File: config.mk
export PLATFORM = sky130hd
export DESIGN_NAME = annexb_to_length_prefixed_nal_flat
export DESIGN_NICKNAME = d
export VERILOG_FILES = /design/src/design/abnal_pkg.sv /design/src/design/abnal_req_if.sv /design/src/design/abnal_rsp_if.sv /design/src/design/annexb_to_length_prefixed_nal.sv /design/src/flat_wrapper.sv
export SDC_FILE = /design/constraint.sdc
export NUM_CORES = 1
export LEC_CHECK = 0
export BUFFER_PORTS_ARGS = -buffer_cell sky130_fd_sc_hd__buf_4
export CAP_MARGIN = 5
export CORE_MARGIN = 5
export CORE_UTILIZATION = 63
export CTS_CLUSTER_DIAMETER = 80
export DETAILED_ROUTE_END_ITERATION = 10
export GPL_TIMING_DRIVEN = 0
export PLACE_DENSITY = 0.95
export SLEW_MARGIN = 20
export SYNTH_ARGS = -nofsm -noshare
export SYNTH_HDL_FRONTEND = slang
export SYNTH_SLANG_ARGS = --single-unit
File: constraint.sdc
create_clock -name clock -period 10.45 [get_ports clock]
set_input_delay 0.5225 -clock clock [delete_from_list [all_inputs] [get_ports clock]]
set_output_delay 0.5225 -clock clock [all_outputs]
set_load 0.02 [all_outputs]
File: src/design/abnal_pkg.sv
// ----------------------------------------------------------------------------
// abnal_pkg
// Shared widths, defaults and result codes for the Annex B to
// length-prefixed NAL converter.
// ----------------------------------------------------------------------------
package abnal_pkg;

   // Payload widths of the two channels
   localparam int unsigned BYTE_W      = 8;
   localparam int unsigned OUT_LEN_W   = 24;

   // Default width of the NAL length counter
   localparam int unsigned LENGTH_BITS_DEFAULT = 24;

   // Result kinds
   localparam logic KIND_PAYLOAD = 1'b0;
   localparam logic KIND_LENGTH  = 1'b1;

endpackage

File: src/design/abnal_req_if.sv
// ----------------------------------------------------------------------------
// abnal_req_if
// Byte channel into the converter: one Annex B byte per beat.
// ----------------------------------------------------------------------------
interface abnal_req_if;
   logic                           valid;
   logic                           ready;
   logic [abnal_pkg::BYTE_W-1:0]   byte_in;
   logic                           end_of_packet;

   modport source (output valid, output byte_in, output end_of_packet, input ready);
   modport sink   (input valid, input byte_in, input end_of_packet, output ready);
endinterface

File: src/design/abnal_rsp_if.sv
// ----------------------------------------------------------------------------
// abnal_rsp_if
// Result channel out of the converter: a payload byte or a NAL length per beat.
// ----------------------------------------------------------------------------
interface abnal_rsp_if;
   logic                              valid;
   logic                              ready;
   logic                              kind;
   logic [abnal_pkg::BYTE_W-1:0]      data_byte;
   logic                              first_of_nal;
   logic [abnal_pkg::OUT_LEN_W-1:0]   nal_length;
   logic                              packet_done;
   logic                              last_of_step;

   modport source (output valid, output kind, output data_byte, output first_of_nal,
                   output nal_length, output packet_done, output last_of_step,
                   input ready);
   modport sink   (input valid, input kind, input data_byte, input first_of_nal,
                   input nal_length, input packet_done, input last_of_step,
                   output ready);
endinterface

File: src/design/annexb_to_length_prefixed_nal.sv
// ----------------------------------------------------------------------------
// annexb_to_length_prefixed_nal
// Annex B byte stream to length-prefixed NAL converter.
// ----------------------------------------------------------------------------
// Each accepted byte is decoded in the cycle it arrives and turns into zero to
// four result beats, held in one result register and played out one beat per
// cycle while the receiver is ready. A byte that gives no result or one result
// does not hold up the next byte, so plain payload streams at one byte per
// cycle when the result side does not stall; a byte that releases held zeros
// or closes a NAL holds off the next byte until its result beats (up to four)
// have drained from the result register. A new byte is taken in the same
// cycle the last beat of the previous one is taken. A length beat follows the
// last payload byte of every non-empty NAL and is meant to be back-filled as
// a 4-byte big-endian prefix; lengths saturate at 2^LENGTH_BITS-1 and are
// reported in the low 24 bits. Bytes before the first start code of a packet
// are dropped, and all state clears after the byte that carries end_of_packet.
// ----------------------------------------------------------------------------
module annexb_to_length_prefixed_nal #(
   parameter int unsigned LENGTH_BITS = abnal_pkg::LENGTH_BITS_DEFAULT
) (
   input  logic         clock,
   input  logic         reset,
   abnal_req_if.sink    req_ch,
   abnal_rsp_if.source  rsp_ch
);
   import abnal_pkg::*;

   localparam logic SCAN_SEARCH = 1'b0;
   localparam logic SCAN_NAL    = 1'b1;
   localparam logic [LENGTH_BITS-1:0] LEN_MAX = '1;

   // Scanner state
   logic                   phase_ff, phase_in;
   logic [1:0]             pend_ff, pend_in;
   logic [LENGTH_BITS-1:0] count_ff, count_in;
   logic                   first_ff, first_in;

   // Result register: npay payload beats, then an optional length beat
   logic [1:0]             npay_ff, npay_in;
   logic                   has_b_ff, has_b_in;
   logic [BYTE_W-1:0]      byte_ff;
   logic                   nal_first_ff;
   logic                   has_close_in;
   logic [LENGTH_BITS-1:0] len_ff, len_in;
   logic                   eop_ff;
   logic [2:0]             total_ff, total_in;
   logic [1:0]             idx_ff;

   logic                   is_zero, is_one, start_code;
   logic [1:0]             pend_plus;
   logic [LENGTH_BITS:0]   len_sum;
   logic [LENGTH_BITS-1:0] sat_len;
   logic                   req_fire, rsp_fire, rsp_last, out_close;
   logic [LENGTH_BITS+OUT_LEN_W-1:0] len_ext;

   // Decode the incoming byte
   assign is_zero    = (req_ch.byte_in == '0);
   assign is_one     = (req_ch.byte_in == BYTE_W'(1));
   assign start_code = (phase_ff == SCAN_NAL) && pend_ff[1] && (is_zero || is_one);
   assign pend_plus  = pend_ff + 2'd1;

   // Count payload beats released by this byte
   always_comb begin
      npay_in  = 2'd0;
      has_b_in = 1'b0;
      if ((phase_ff == SCAN_NAL) && !start_code) begin
         if (is_zero) begin
            npay_in = req_ch.end_of_packet ? pend_plus : 2'd0;
         end else begin
            npay_in  = pend_plus;
            has_b_in = 1'b1;
         end
      end
   end

   // Saturating NAL length after this byte's payload
   assign len_sum = {1'b0, count_ff} + {{(LENGTH_BITS-1){1'b0}}, npay_in};
   assign sat_len = len_sum[LENGTH_BITS] ? LEN_MAX : len_sum[LENGTH_BITS-1:0];

   // Close the NAL on a start code, or at end of packet inside a NAL
   always_comb begin
      if (start_code) begin
         len_in       = count_ff;
         has_close_in = (count_ff != '0);
      end else begin
         len_in       = sat_len;
         has_close_in = req_ch.end_of_packet && (phase_ff == SCAN_NAL) && (sat_len != '0);
      end
      total_in = {1'b0, npay_in} + {2'b00, has_close_in};
   end

   // Advance scanner state
   always_comb begin
      phase_in = phase_ff;
      pend_in  = pend_ff;
      count_in = count_ff;
      first_in = first_ff;
      if (req_ch.end_of_packet) begin
         phase_in = SCAN_SEARCH;
         pend_in  = 2'd0;
         count_in = '0;
         first_in = 1'b0;
      end else if (phase_ff == SCAN_SEARCH) begin
         if (is_one && pend_ff[1]) begin
            phase_in = SCAN_NAL;
            pend_in  = 2'd0;
            first_in = 1'b1;
            count_in = '0;
         end else if (is_zero) begin
            pend_in = (pend_ff == 2'd3) ? 2'd3 : pend_plus;
         end else begin
            pend_in = 2'd0;
         end
      end else if (start_code) begin
         count_in = '0;
         if (is_zero) begin
            phase_in = SCAN_SEARCH;
            pend_in  = 2'd3;
            first_in = 1'b0;
         end else begin
            pend_in  = 2'd0;
            first_in = 1'b1;
         end
      end else if (is_zero) begin
         pend_in = pend_plus;
      end else begin
         pend_in  = 2'd0;
         count_in = sat_len;
         first_in = 1'b0;
      end
   end

   // Handshake: take a new byte when the result register is empty or its last beat is taken
   assign rsp_last     = ({1'b0, idx_ff} + 3'd1) == total_ff;
   assign rsp_ch.valid = (total_ff != 3'd0);
   assign rsp_fire     = rsp_ch.valid && rsp_ch.ready;
   assign req_ch.ready = (total_ff == 3'd0) || (rsp_ch.ready && rsp_last);
   assign req_fire     = req_ch.valid && req_ch.ready;

   // Select the current beat
   assign out_close  = (idx_ff == npay_ff);
   assign len_ext    = {{OUT_LEN_W{1'b0}}, len_ff};
   assign rsp_ch.kind         = out_close ? KIND_LENGTH : KIND_PAYLOAD;
   assign rsp_ch.data_byte    = (!out_close && has_b_ff && (idx_ff + 2'd1 == npay_ff))
                                ? byte_ff : '0;
   assign rsp_ch.first_of_nal = !out_close && (idx_ff == 2'd0) && nal_first_ff;
   assign rsp_ch.nal_length   = out_close ? len_ext[OUT_LEN_W-1:0] : '0;
   assign rsp_ch.packet_done  = rsp_last && eop_ff;
   assign rsp_ch.last_of_step = rsp_last;

   // Control registers
   always_ff @(posedge clock) begin
      if (reset) begin
         phase_ff <= SCAN_SEARCH;
         pend_ff  <= 2'd0;
         count_ff <= '0;
         first_ff <= 1'b0;
         total_ff <= 3'd0;
         idx_ff   <= 2'd0;
      end else begin
         if (req_fire) begin
            phase_ff <= phase_in;
            pend_ff  <= pend_in;
            count_ff <= count_in;
            first_ff <= first_in;
            total_ff <= total_in;
            idx_ff   <= 2'd0;
         end else if (rsp_fire) begin
            if (rsp_last) begin
               total_ff <= 3'd0;
            end else begin
               idx_ff <= idx_ff + 2'd1;
            end
         end
      end
   end

   // Result payload registers
   always_ff @(posedge clock) begin
      if (req_fire) begin
         npay_ff      <= npay_in;
         has_b_ff     <= has_b_in;
         byte_ff      <= req_ch.byte_in;
         nal_first_ff <= first_ff;
         len_ff       <= len_in;
         eop_ff       <= req_ch.end_of_packet;
      end
   end

endmodule

File: src/flat_wrapper.sv
// flat-port wrapper written by rule: the top's interface ports become plain ports
module annexb_to_length_prefixed_nal_flat import abnal_pkg::*;
#(
   parameter int unsigned LENGTH_BITS = abnal_pkg::LENGTH_BITS_DEFAULT
)
  (clock, reset, req_ch_valid, req_ch_byte_in, req_ch_end_of_packet, req_ch_ready, rsp_ch_valid, rsp_ch_kind, rsp_ch_data_byte, rsp_ch_first_of_nal, rsp_ch_nal_length, rsp_ch_packet_done, rsp_ch_last_of_step, rsp_ch_ready);
  abnal_req_if req_ch_i ();
  abnal_rsp_if rsp_ch_i ();
  input  logic clock;
  input  logic reset;
  input wire logic [$bits(req_ch_i.valid)-1:0] req_ch_valid;
  input wire logic [$bits(req_ch_i.byte_in)-1:0] req_ch_byte_in;
  input wire logic [$bits(req_ch_i.end_of_packet)-1:0] req_ch_end_of_packet;
  output wire logic [$bits(req_ch_i.ready)-1:0] req_ch_ready;
  output wire logic [$bits(rsp_ch_i.valid)-1:0] rsp_ch_valid;
  output wire logic [$bits(rsp_ch_i.kind)-1:0] rsp_ch_kind;
  output wire logic [$bits(rsp_ch_i.data_byte)-1:0] rsp_ch_data_byte;
  output wire logic [$bits(rsp_ch_i.first_of_nal)-1:0] rsp_ch_first_of_nal;
  output wire logic [$bits(rsp_ch_i.nal_length)-1:0] rsp_ch_nal_length;
  output wire logic [$bits(rsp_ch_i.packet_done)-1:0] rsp_ch_packet_done;
  output wire logic [$bits(rsp_ch_i.last_of_step)-1:0] rsp_ch_last_of_step;
  input wire logic [$bits(rsp_ch_i.ready)-1:0] rsp_ch_ready;
  assign req_ch_i.valid = req_ch_valid;
  assign req_ch_i.byte_in = req_ch_byte_in;
  assign req_ch_i.end_of_packet = req_ch_end_of_packet;
  assign req_ch_ready = req_ch_i.ready;
  assign rsp_ch_valid = rsp_ch_i.valid;
  assign rsp_ch_kind = rsp_ch_i.kind;
  assign rsp_ch_data_byte = rsp_ch_i.data_byte;
  assign rsp_ch_first_of_nal = rsp_ch_i.first_of_nal;
  assign rsp_ch_nal_length = rsp_ch_i.nal_length;
  assign rsp_ch_packet_done = rsp_ch_i.packet_done;
  assign rsp_ch_last_of_step = rsp_ch_i.last_of_step;
  assign rsp_ch_i.ready = rsp_ch_ready;
  annexb_to_length_prefixed_nal #(.LENGTH_BITS(LENGTH_BITS)) u_core (.clock(clock), .reset(reset), .req_ch(req_ch_i), .rsp_ch(rsp_ch_i));
endmodule
## After elaboration in Yosys (flattened, before gate mapping)

Cells that the tools add are included.
W data, S select, Z words.

- Flip-flop bits (word level): 70
- Input bits: 13
- Output and inout bits: 38
- Logic and storage cells: 90

- Add/subtract/negate cells: 5
- Equality and inequality tests: 6
- Multiplexer cells: 35
- Bitwise operators: 1
- Reduce and logical (&&, ||, !) cells: 31

Operator list:

| kind | count |
|---|---|
| $mux W24 | 8 |
| $reduce_bool A24 Y1 | 2 |
| $add A24 B2 Y25 | 1 |
| $mux W2 | 11 |
| $logic_and A1 B1 Y1 | 14 |
| $mux W1 | 12 |
| $mux W3 | 3 |
| $eq A8 B1 Y1 const B | 1 |
| $logic_not A8 Y1 | 1 |
| $mux W8 | 1 |
| $reduce_bool A3 Y1 | 2 |
| $add A2 B1 Y2 const B | 2 |
| $eq A2 B2 Y1 | 2 |
| $ne A4 B4 Y1 const B | 1 |
| $reduce_and A2 Y1 | 2 |
| $reduce_bool A2 Y1 | 2 |
| $add A2 B1 Y3 | 1 |
| $add A2 B1 Y3 const B | 1 |
| $eq A3 B3 Y1 | 1 |
| $logic_not A3 Y1 | 1 |
| $reduce_and A3 Y1 | 1 |
| $eq A2 B2 Y1 const B | 1 |
| $logic_not A1 Y1 | 2 |
| $logic_not A2 Y1 | 1 |
| other kinds (3) | 4 |

## Logic depth before layout (Yosys ltp)

Gate-level depths: netlist of run 1.

- Depth in word-level cells: 13
- Mapped depth: 21
- Gate-level depth less buffers: 18

## Worst setup path before layout of run 1

No wires, ideal clock.

- Path type: input to register
- Start: in req_ch_byte_in[5]
- End: reg u_core.total_ff[1]
- Library setup time: 0.128 ns
- Arrival time: 4.579 ns
- Data required time: 10.322 ns
- Setup slack: 5.743 ns
- Stages on the path: 21
- Path buffers: 3
- Cells stage by stage: or4_1 > or4_1 > o21ai_1 > nor2_1 > ha_1 > inv_1 > fa_1 > clkbuf_1 > and4b_1 > clkbuf_1 > and3_1 > clkbuf_1 > and3_1 > a211oi_1 > nor2b_1 > nor4_1 > a21oi_1 > ha_1 > ha_1 > a22oi_1 > nor2_1

- Longest elaborated chain between the ends: 13
- Elaborated cells between the ends (all ways): 15
- Those cells by class: add/sub (2); eq/ne (1); mux (5); reduce/logical (7)

Ends and longest elaborated chain:

| what | RTL line | RTL |
|---|---|---|
| start, declared | flat_wrapper.sv:12 | `input wire logic [$bits(req_ch_i.byte_in)-1:0] req_ch_byte_in;` |
| $eq A8 B1 Y1 / $logic_not A8 Y1 (equally long branches) | annexb_to_length_prefixed_nal.sv:58, annexb_to_length_prefixed_nal.sv:57 |  |
| $logic_or A1 B1 Y1 | annexb_to_length_prefixed_nal.sv:59 | `assign start_code = (phase_ff == SCAN_NAL) && pend_ff[1] && (is_zero \|\| is_one);` |
| $logic_and A1 B1 Y1 | annexb_to_length_prefixed_nal.sv:59 |  |
| $logic_not A1 Y1 | annexb_to_length_prefixed_nal.sv:66 | `if ((phase_ff == SCAN_NAL) && !start_code) begin` |
| $logic_and A1 B1 Y1 | annexb_to_length_prefixed_nal.sv:66 |  |
| $mux W2 * | annexb_to_length_prefixed_nal.sv:66 |  |
| named net u_core.npay_in[0] | annexb_to_length_prefixed_nal.sv:39 | `logic [1:0] npay_ff, npay_in;` |
| $add A24 B2 Y25 | annexb_to_length_prefixed_nal.sv:77 | `assign len_sum = {1'b0, count_ff} + {{(LENGTH_BITS-1){1'b0}}, npay_in};` |
| $mux W24 | annexb_to_length_prefixed_nal.sv:78 | `assign sat_len = len_sum[LENGTH_BITS] ? LEN_MAX : len_sum[LENGTH_BITS-1:0];` |
| $reduce_bool A24 Y1 | annexb_to_length_prefixed_nal.sv:87 | `has_close_in = req_ch.end_of_packet && (phase_ff == SCAN_NAL) && (sat_len != '0);` |
| $logic_and A1 B1 Y1 | annexb_to_length_prefixed_nal.sv:87 |  |
| $mux W1 | annexb_to_length_prefixed_nal.sv:82 | `if (start_code) begin` |
| $add A2 B1 Y3 * | annexb_to_length_prefixed_nal.sv:89 | `total_in = {1'b0, npay_in} + {2'b00, has_close_in};` |
| $mux W3 * | annexb_to_length_prefixed_nal.sv:161 | `if (req_fire) begin` |
| end signal, assigned | annexb_to_length_prefixed_nal.sv:166 | `total_ff <= total_in;` |
| end, declared | annexb_to_length_prefixed_nal.sv:46 | `logic [2:0] total_ff, total_in;` |

Mark *: on every way through the listed nets, which the timed path passes. The rest lies on a longest branch.
A chain may end at the register's enable or synchronous reset.

## Final worst setup path of run 1

Same ends and word-level chain as after synthesis.

==> metrics.txt, run 1 <==
chip width=slightly above 90 microns; setup violators final=0; Die Ht=91.89 microns; CTS H-tree depth=3; Slowest-stage cell, CP=nor2_1; busiest grt layer=met2; Hold Path Class=in -> reg; post-DP HPWL=8590 microns; Pre-antenna DRT Iters=7; CTS tree=done; vias in the first global route=approximately 4000; area of the multi-input gates=2200 sq um; Final Wtd Congestion=0.9607; cts hold-fix bufs=0; Gate power share=0.063; most used cell along the critical path=nor2_1; hold_ws=351.3 ps; clk root buf=clkbuf_8; Pins Over Slew Limit=0; met1 GRT Util=0.3852; Max Root-Sink Buffers=2; crit share post-route=0.5483; GRT Residual Overflow=0; Lkg Pwr=1.891 nW; commonest non-fill, non-tap cells in the layout=nor2_1, buf_4, a21oi_1; run status=completed; Yosys cell types=between 50 and 60; Layout fillers=roughly 470; kind of critical path=in -> reg; Worst Skew=10.88 ps; CP Launch Type=input port; Yosys warnings=0; final instance area=roughly 4900 sq um; Setup Fix Bufs, Post-CTS=0; n_diodes=0; Reg power frac=0.546; Final min period=5729 ps; largest net degree at the start of global routing=46; Sw Ratio=0.2359; Cell Area, Synth=around 4200 sq um; GR met3 Demand/Resource=0.06874; clock net sink count=70; layout cells sized above 1=0.1367; number of antenna violations at the first check in global routing=0; die footprint=approximately 8400 sq um; Top FF cell, synth=edfxtp_1; Boundary Pins=51; detailed-route DRC error count=0; # resized after CTS=0; Tot Pwr=~550 uW; main area contributors after synthesis=edfxtp_1, dfxtp_1, a21oi_1, and2_1, nor2_1; peak supply drop=0.06249 mV; Synth top area share=0.2630; CP max FO=10; #FFs+latches synth=70; Area Growth Syn to Fin=15.31%; Fmax achieved=174.5 MHz; sequential fraction of the synthesis area=0.4194; slowest stage delay, CP=700 ps; # rows=29; # nets final=595; Global Route Usage Sum=0.2993; WP data required=10670 ps; met2 Use GR=0.4878; post-layout util=0.7584; CP arrival=5950 ps; number of routed nets with antenna violations=0; CP Cell Sequence=buf_4 > or4_1 > or4_1 > o21ai_1 > nor2_1 > ha_1 > inv_1 > fa_1 > clkbuf_1 > and4b_1 > clkbuf_1 > nand3_1 > nor2_1 > nor2_1 > nand4b_1 > nor4_1 > a21oi_1 > ha_1 > ha_1 > a22oi_1 > nor2_1; routed vias/inst=around 6.4; nature of the critical path endpoint=flop; Storage cell area=1772 sq um; post-placement cell area=4690 sq um; buffers added on ports=49; Worst Tran Pin Value=842.9 ps; CTS buffer count=9; Cells after Synth=513; routed length per instance=18.88 microns; Relative slew margins=0.4360; clock share of power=0.391; Clk Latency, worst-skew pair=~360 ps; Buffers & Inverters on Critical Path=4; Yosys top cell by area=edfxtp_1; core area=6422 sq um; Initial Utilization=0.6577; drt total wl=12360 microns; setup TNS=0 ps; switching pwr=128.8 uW; async set-reset flop share out of synthesis=0; final hold vios=0; total number of vias=4184; clock-pin transition on the worst setup and hold timing paths=70 ps; Syn Nets=535; most common cell after layout, fill and taps aside=nor2_1; cell area power density=roughly 110 nW/um^2; global-route wire length before repair=20090 microns; syn avg cell area=8.234 sq um; DR iter-0 viols=480; RSZ-0062 raised after global routing=false; CP top delay family=simple AND/OR/NAND/NOR gates; maxcap violations=0; cell-internal power=417.3 uW; number of synthesized flops with an enable pin=37
## layer usage
metal / up-vias / part of all wire / routed length [microns]
li1: 1937 / - / -
met4: 0 / 0.030 / 371
met3: 46 / 0.099 / 1218
met2: 285 / 0.48 / 5940
met5: - / 0 / 0
met1: 1916 / 0.39 / 4833
## power groups by stage
stage	Sequential [mW]	Combinational [mW]	Clock, mW
2_1_floorplan	0.304	0.0173	0
3_3_place_gp	0.304	0.0330	0
3_5_place_dp	0.305	0.0341	0
4_1_cts	0.299	0.0343	0.211
5_1_grt	0.299	0.0366	0.227
6_report	0.298	0.0343	0.213
## logic make-up (layout without fill, tap and decap cells)
group | Yosys count | in the layout | synth area share
AO/OA/AOI/OAI | 136 | 136 | 0.1866
XOR/XNOR | 12 | 12 | 0.02488
adder cells (fa/ha/maj) | 9 | 9 | 0.02844
buffers and inverters | 56 | 121 | 0.05983
flip-flops | 70 | 70 | 0.4194
multiplexers | 3 | 3 | 0.007405
AND/OR/NAND/NOR | 227 | 227 | 0.2734
## Yosys cell counts (all sizes together) (10+ instances only)
master / number
buf: 12
nand2: 49
dfxtp: 33
and2: 38
a21oi: 51
and3: 10
nor3: 14
o21ai: 49
edfxtp: 37
nand3: 18
clkbuf: 33
nor2: 59
a31oi: 13
inv: 10
## stage by stage
step                setup slack [ps]  instances
floorplan                       5743        513
finish                          4721        655
detailed placement              4630        639
global route                    4508        655
global placement                4711        639
CTS                             4888        655
## final timing paths
path,end,start,slack (ps),depth (start not counted)
setup / recovery,u_core.total_ff[1]$_SDFFE_PP0P_,req_ch_byte_in[5],4720,21
hold / removal,u_core.byte_ff[6]$_DFFE_PP_,req_ch_byte_in[6],350,1
setup reg to reg,u_core.total_ff[1]$_SDFFE_PP0P_,u_core.pend_ff[1]$_SDFFE_PP0P_,5480,19
hold reg to reg,u_core.nal_first_ff$_DFFE_PP_,u_core.first_ff$_SDFFE_PP0P_,450,0
## flip-flops by register name, summed over array words and instances, names as in the netlist
name	cells
u_core.count_ff	24
u_core.pend_ff	2
u_core.npay_ff	2
u_core.eop_ff	1
u_core.idx_ff	2
u_core.has_b_ff	1
u_core.nal_first_ff	1
u_core.byte_ff	8
u_core.total_ff	3
u_core.phase_ff	1
u_core.first_ff	1
u_core.len_ff	24
## area by class of cell
cell class              count  share of cell area
clock buffers              11             0.02697
well taps                  77             0.01978
multi-input cells         387              0.4516
clock inverters             5             0.01027
plain buffers              45             0.04341
flip-flops and latches     70              0.3637
inverters                  11            0.008734
repair buffers             49             0.07552
(Power assumes the default switching activity.)
==> inputs of run 2 (changes only) <==
CORE_UTILIZATION = 53   (was 63)
PLACE_DENSITY = 0.88   (was 0.95)
clock period = 5.2 ns   (was 10.45 ns; I/O delays follow)
==> run 2 against run 1 <==
Effect of this change:
- sequential power grew 100%
- clock power grew 120%
- total power increased by 110%
- largest cell class unchanged
- clock skew down 0.99 ps
- non-clock buffer count is the same
==> metrics.txt, run 2 (same netlist as run 1, synthesis figures left out) <==
buffers added on ports=49; crit share post-route=0.9475; nature of the critical path endpoint=flop; final instance area=~4900 sq um; die footprint=9856 sq um; Relative slew margins=0.5247; Setup Fix Bufs, Post-CTS=0; CTS H-tree depth=3; Final min period=around 4900 ps; commonest non-fill, non-tap cells in the layout=nor2_1, buf_4, a21oi_1; area of the multi-input gates=2213 sq um; CP Launch Type=input port; DR iter-0 viols=around 450; Storage cell area=about 1800 sq um; hold_ws=around 67 ps; Die Ht=99.28 microns; Hold Path Class=in -> reg; layout cells sized above 1=0.1471; detailed-route DRC error count=0; # nets final=between 500 and 600; drt total wl=11180 microns; Boundary Pins=51; total number of vias=4081; maxcap violations=0; Lkg Pwr=1.904 nW; Top Registers=u_core.count_ff (24), u_core.len_ff (24), u_core.byte_ff (8); Layout fillers=642; Fmax achieved=just over 200 MHz; Initial Utilization=0.5466; routed length per instance=16.44 microns; global-route wire length before repair=about 18000 microns; number of antenna violations at the first check in global routing=0; CTS buffer count=9; cell area power density=229.3 nW/um^2; clock net sink count=70; CTS tree=done; Final Wtd Congestion=0.9426; peak supply drop=approximately 0.14 mV; Worst Tran Pin Value=between 700 and 800 ps; Pre-antenna DRT Iters=5; most common cell after layout, fill and taps aside=nor2_1; Max Root-Sink Buffers=2; setup violators final=0; largest net degree at the start of global routing=46; clock-pin transition on the worst setup and hold timing paths=approximately 90 ps; n_diodes=0; kind of critical path=in -> reg; WP data required=about 5400 ps; Pins Over Slew Limit=0; Clk Latency, worst-skew pair=approximately 370 ps; run status=completed; post-placement cell area=4721 sq um; post-DP HPWL=between 7000 and 8000 microns; # rows=32; final hold vios=0; clk root buf=clkbuf_8; Area Growth Syn to Fin=16.91%; Global Route Usage Sum=0.2243; GRT Residual Overflow=0; number of routed nets with antenna violations=0; Worst Skew=9.889 ps; post-layout util=0.6391; chip width=99.28 microns; core area=7727 sq um; vias in the first global route=~3700; CP arrival=5160 ps; CP max FO=9; routed vias/inst=around 6
run 2: power by group:
group | leakage (nW) | total [mW] | switching, mW | internal, mW
Clock | 0.0968 | 0.467 | 0.240 | 0.227
Sequential | 0.627 | 0.599 | 0.00315 | 0.596
Combinational | 1.18 | 0.0664 | 0.0419 | 0.0245
Total | 1.90 | 1.13 | 0.285 | 0.847
run 2: worst paths after layout:
path / endpoint / cells after the start / slack, ps / startpoint
min: u_core.byte_ff[3]$_DFFE_PP_ / 1 / 70 / req_ch_byte_in[3]
max: u_core.total_ff[1]$_SDFFE_PP0P_ / 21 / 270 / req_ch_byte_in[5]
min reg2reg: u_core.nal_first_ff$_DFFE_PP_ / 0 / 450 / u_core.first_ff$_SDFFE_PP0P_
max reg2reg: u_core.total_ff[1]$_SDFFE_PP0P_ / 20 / 490 / u_core.pend_ff[1]$_SDFFE_PP0P_
run 2: timing repair:
item	CTS	global route
resized for setup	0	3
setup endpoints to repair	0	3
hold buffers	0	0
run 2: critical path, stage by stage:
cell and delay, ps:
buf_4 110, or4_1 540, or4_1 480, o21ai_1 280, nor2_1 140, ha_1 240
inv_1 80, fa_1 160, clkbuf_1 270, and4b_1 240, clkbuf_1 200, nand3_1 230
nor2_1 200, nor3_2 370, nand3_1 200, nor4_2 350, a21oi_1 120, ha_1 200
ha_1 270, a22oi_1 150, nor2_1 70
run 2: per-stage QoR:
stage	std cells	worst slack, ps	setup TNS, ps	power (mW)
final	680	272.8	0	1.132
after global routing	680	-2.718	-2.718	1.165
after CTS	680	70.62	0	1.135
after global placement	664	-198.6	-244.1	0.6771
after floorplan	513	755.4	0	0.6454
after detailed placement	664	-272.8	-470.4	0.6791
run 2: metal layers:
layer	up-vias	track usage	wire length (microns)
met5	-	0	0
met4	0	0.1008	307
met2	206	0.3631	5259
met1	1900	0.2886	4699
met3	29	0.04698	910
li1	1946	-	-
run 2: area by class of cell:
class / instances / share of cell area
Buffer: 45 / 0.04282
Clock buffer: 9 / 0.02508
Clock inverter: 7 / 0.01621
Inverter: 11 / 0.008614
Multi-Input combinational cell: 387 / 0.4482
Sequential cell: 70 / 0.3588
Tap cell: 102 / 0.02584
Timing Repair Buffer: 49 / 0.07449
==> inputs of run 3 (changes only) <==
clock period = 3.95 ns   (was 5.2 ns; I/O delays follow)
==> run 3 against run 2 <==
Effect of this change:
- the flow now finishes with violations (negative setup slack)
- sequential share of layout area fell by 3.0 points
- clock power up 42%
- cell area rose by 9.2%
- die area stayed put
- hold slack got worse by 46 ps
- global-route usage grew 1.4 points
- utilization grew 5.9 points
- setup slack got worse by 350 ps
- non-clock buffer count up 25
- clock skew about the same
- combinational power up 39%
==> metrics.txt, run 3 (same netlist as run 1, synthesis figures left out) <==
Clk Latency, worst-skew pair=340 ps; Layout fillers=around 570; CTS buffer count=9; GRT Residual Overflow=0; Pins Over Slew Limit=0; Lkg Pwr=2.086 nW; global-route wire length before repair=19010 microns; detailed-route DRC error count=0; CP max FO=5; # nets final=620; buffers added on ports=roughly 50; post-layout util=0.6980; setup ws final=-80.22 ps; drt total wl=12050 microns; Global Route Usage Sum=0.2387; Top Registers=u_core.count_ff (24), u_core.len_ff (24), u_core.byte_ff (8); Die Ht=99.28 microns; chip width=99.28 microns; crit share post-route=1.020; CTS tree=done; post-DP HPWL=~8000 microns; kind of critical path=in -> reg; Initial Utilization=0.5466; die footprint=9856 sq um; CP Launch Type=input port; clock net sink count=70; CP arrival=4230 ps; Area Growth Syn to Fin=27.70%; # rows=32; peak supply drop=0.1674 mV; number of routed nets with antenna violations=0; final hold vios=0; clk root buf=clkbuf_8; DR iter-0 viols=412; Final Wtd Congestion=0.9982; largest net degree at the start of global routing=46; Final min period=4030 ps; routed length per instance=17.09 microns; clock-pin transition on the worst setup and hold timing paths=80 ps; CTS H-tree depth=3; Worst Tran Pin Value=751.5 ps; WP data required=just over 4000 ps; core area=roughly 7700 sq um; Max Root-Sink Buffers=2; layout cells sized above 1=0.2471; vias in the first global route=3885; RSZ-0062 raised after global routing=true; n_diodes=0; Tot Pwr=roughly 1.5 mW; Boundary Pins=51; most common cell after layout, fill and taps aside=buf_4; nature of the critical path endpoint=flop; setup violators final=1; routed vias/inst=roughly 6; cell area power density=approximately 290 nW/um^2; total number of vias=4212; number of antenna violations at the first check in global routing=0; Hold Path Class=in -> reg; maxcap violations=0; run status=finished with violations; final instance area=5394 sq um; Worst Skew=9.729 ps; Fmax achieved=248.1 MHz; commonest non-fill, non-tap cells in the layout=buf_4, nor2_1, nand2_1; pre-CTS setup slack=-1007 ps; failing checks=negative setup slack; post-placement cell area=4798 sq um; Pre-antenna DRT Iters=6; Relative slew margins=0.4985
[run 3: cell types whose count changed in the layout (fill, tap and decap cells not counted), sizes merged]
cell	change
clkinvlp	-1
bufinv	+1
clkbuf	-1
clkinv	+1
buf	+28
inv	-3
[run 3: area by class of cell]
cell class	instances	area [sq um]	share of cell area
Multi-Input combinational cell	387	2416	0.4479
Sequential cell	70	1774	0.3289
Timing Repair Buffer	76	585.6	0.1086
Buffer	43	215.2	0.03990
Clock buffer	11	151.4	0.02807
Tap cell	102	127.6	0.02366
Clock inverter	5	81.33	0.01508
Inverter	11	42.54	0.007887
[run 3: worst max-delay path, stage by stage]
cell,delay (ps)
buf_6,90
or4_4,520
or4_4,520
o21ai_4,230
nor2_4,70
ha_4,170
inv_2,50
fa_2,200
buf_8,110
and4b_2,270
buf_6,130
and3_4,160
and3_4,190
xnor2_2,110
nand4_1,160
nor4_4,330
a21oi_2,100
ha_2,200
ha_4,210
a22oi_2,130
nor2_1,80
[run 3: worst paths after layout]
path,depth (start not counted),endpoint,slack (ps),from
worst min-delay path,1,u_core.byte_ff[5]$_DFFE_PP_,20,req_ch_byte_in[5]
worst min register to register,0,u_core.nal_first_ff$_DFFE_PP_,440,u_core.first_ff$_SDFFE_PP0P_
worst max register to register,20,u_core.total_ff[1]$_SDFFE_PP0P_,-20,u_core.pend_ff[1]$_SDFFE_PP0P_
worst max-delay path,21,u_core.total_ff[1]$_SDFFE_PP0P_,-80,req_ch_byte_in[5]
[run 3: what timing repair did]
item | in CTS | in global routing
setup endpoints to repair | 3 | 5
buffers inserted | 18 | 9
hold buffers | 0 | 0
pin swaps | 14 | 16
resized for setup | 19 | 19
[run 3: layer usage]
metal / up-vias / track usage / wire length (microns)
met5: - / 0 / 0
met4: 0 / 0.1092 / 301
met1: 1973 / 0.3099 / 5014
met3: 30 / 0.03927 / 952
met2: 217 / 0.3905 / 5776
li1: 1992 / - / -
[run 3: per-stage QoR]
stage,hold WS [ps],TNS (ps),instances
floorplan,296.4,-140.5,513
global placement,385.1,-2825,664
detailed placement,391.9,-2726,664
CTS,34.41,0,696
global route,13.64,-376.7,705
finish,21.14,-80.22,705
[run 3: where the power goes]
group,internal [mW],switching (mW)
logic,0.0335,0.0591
registers,0.785,0.00420
clock network,0.390,0.275
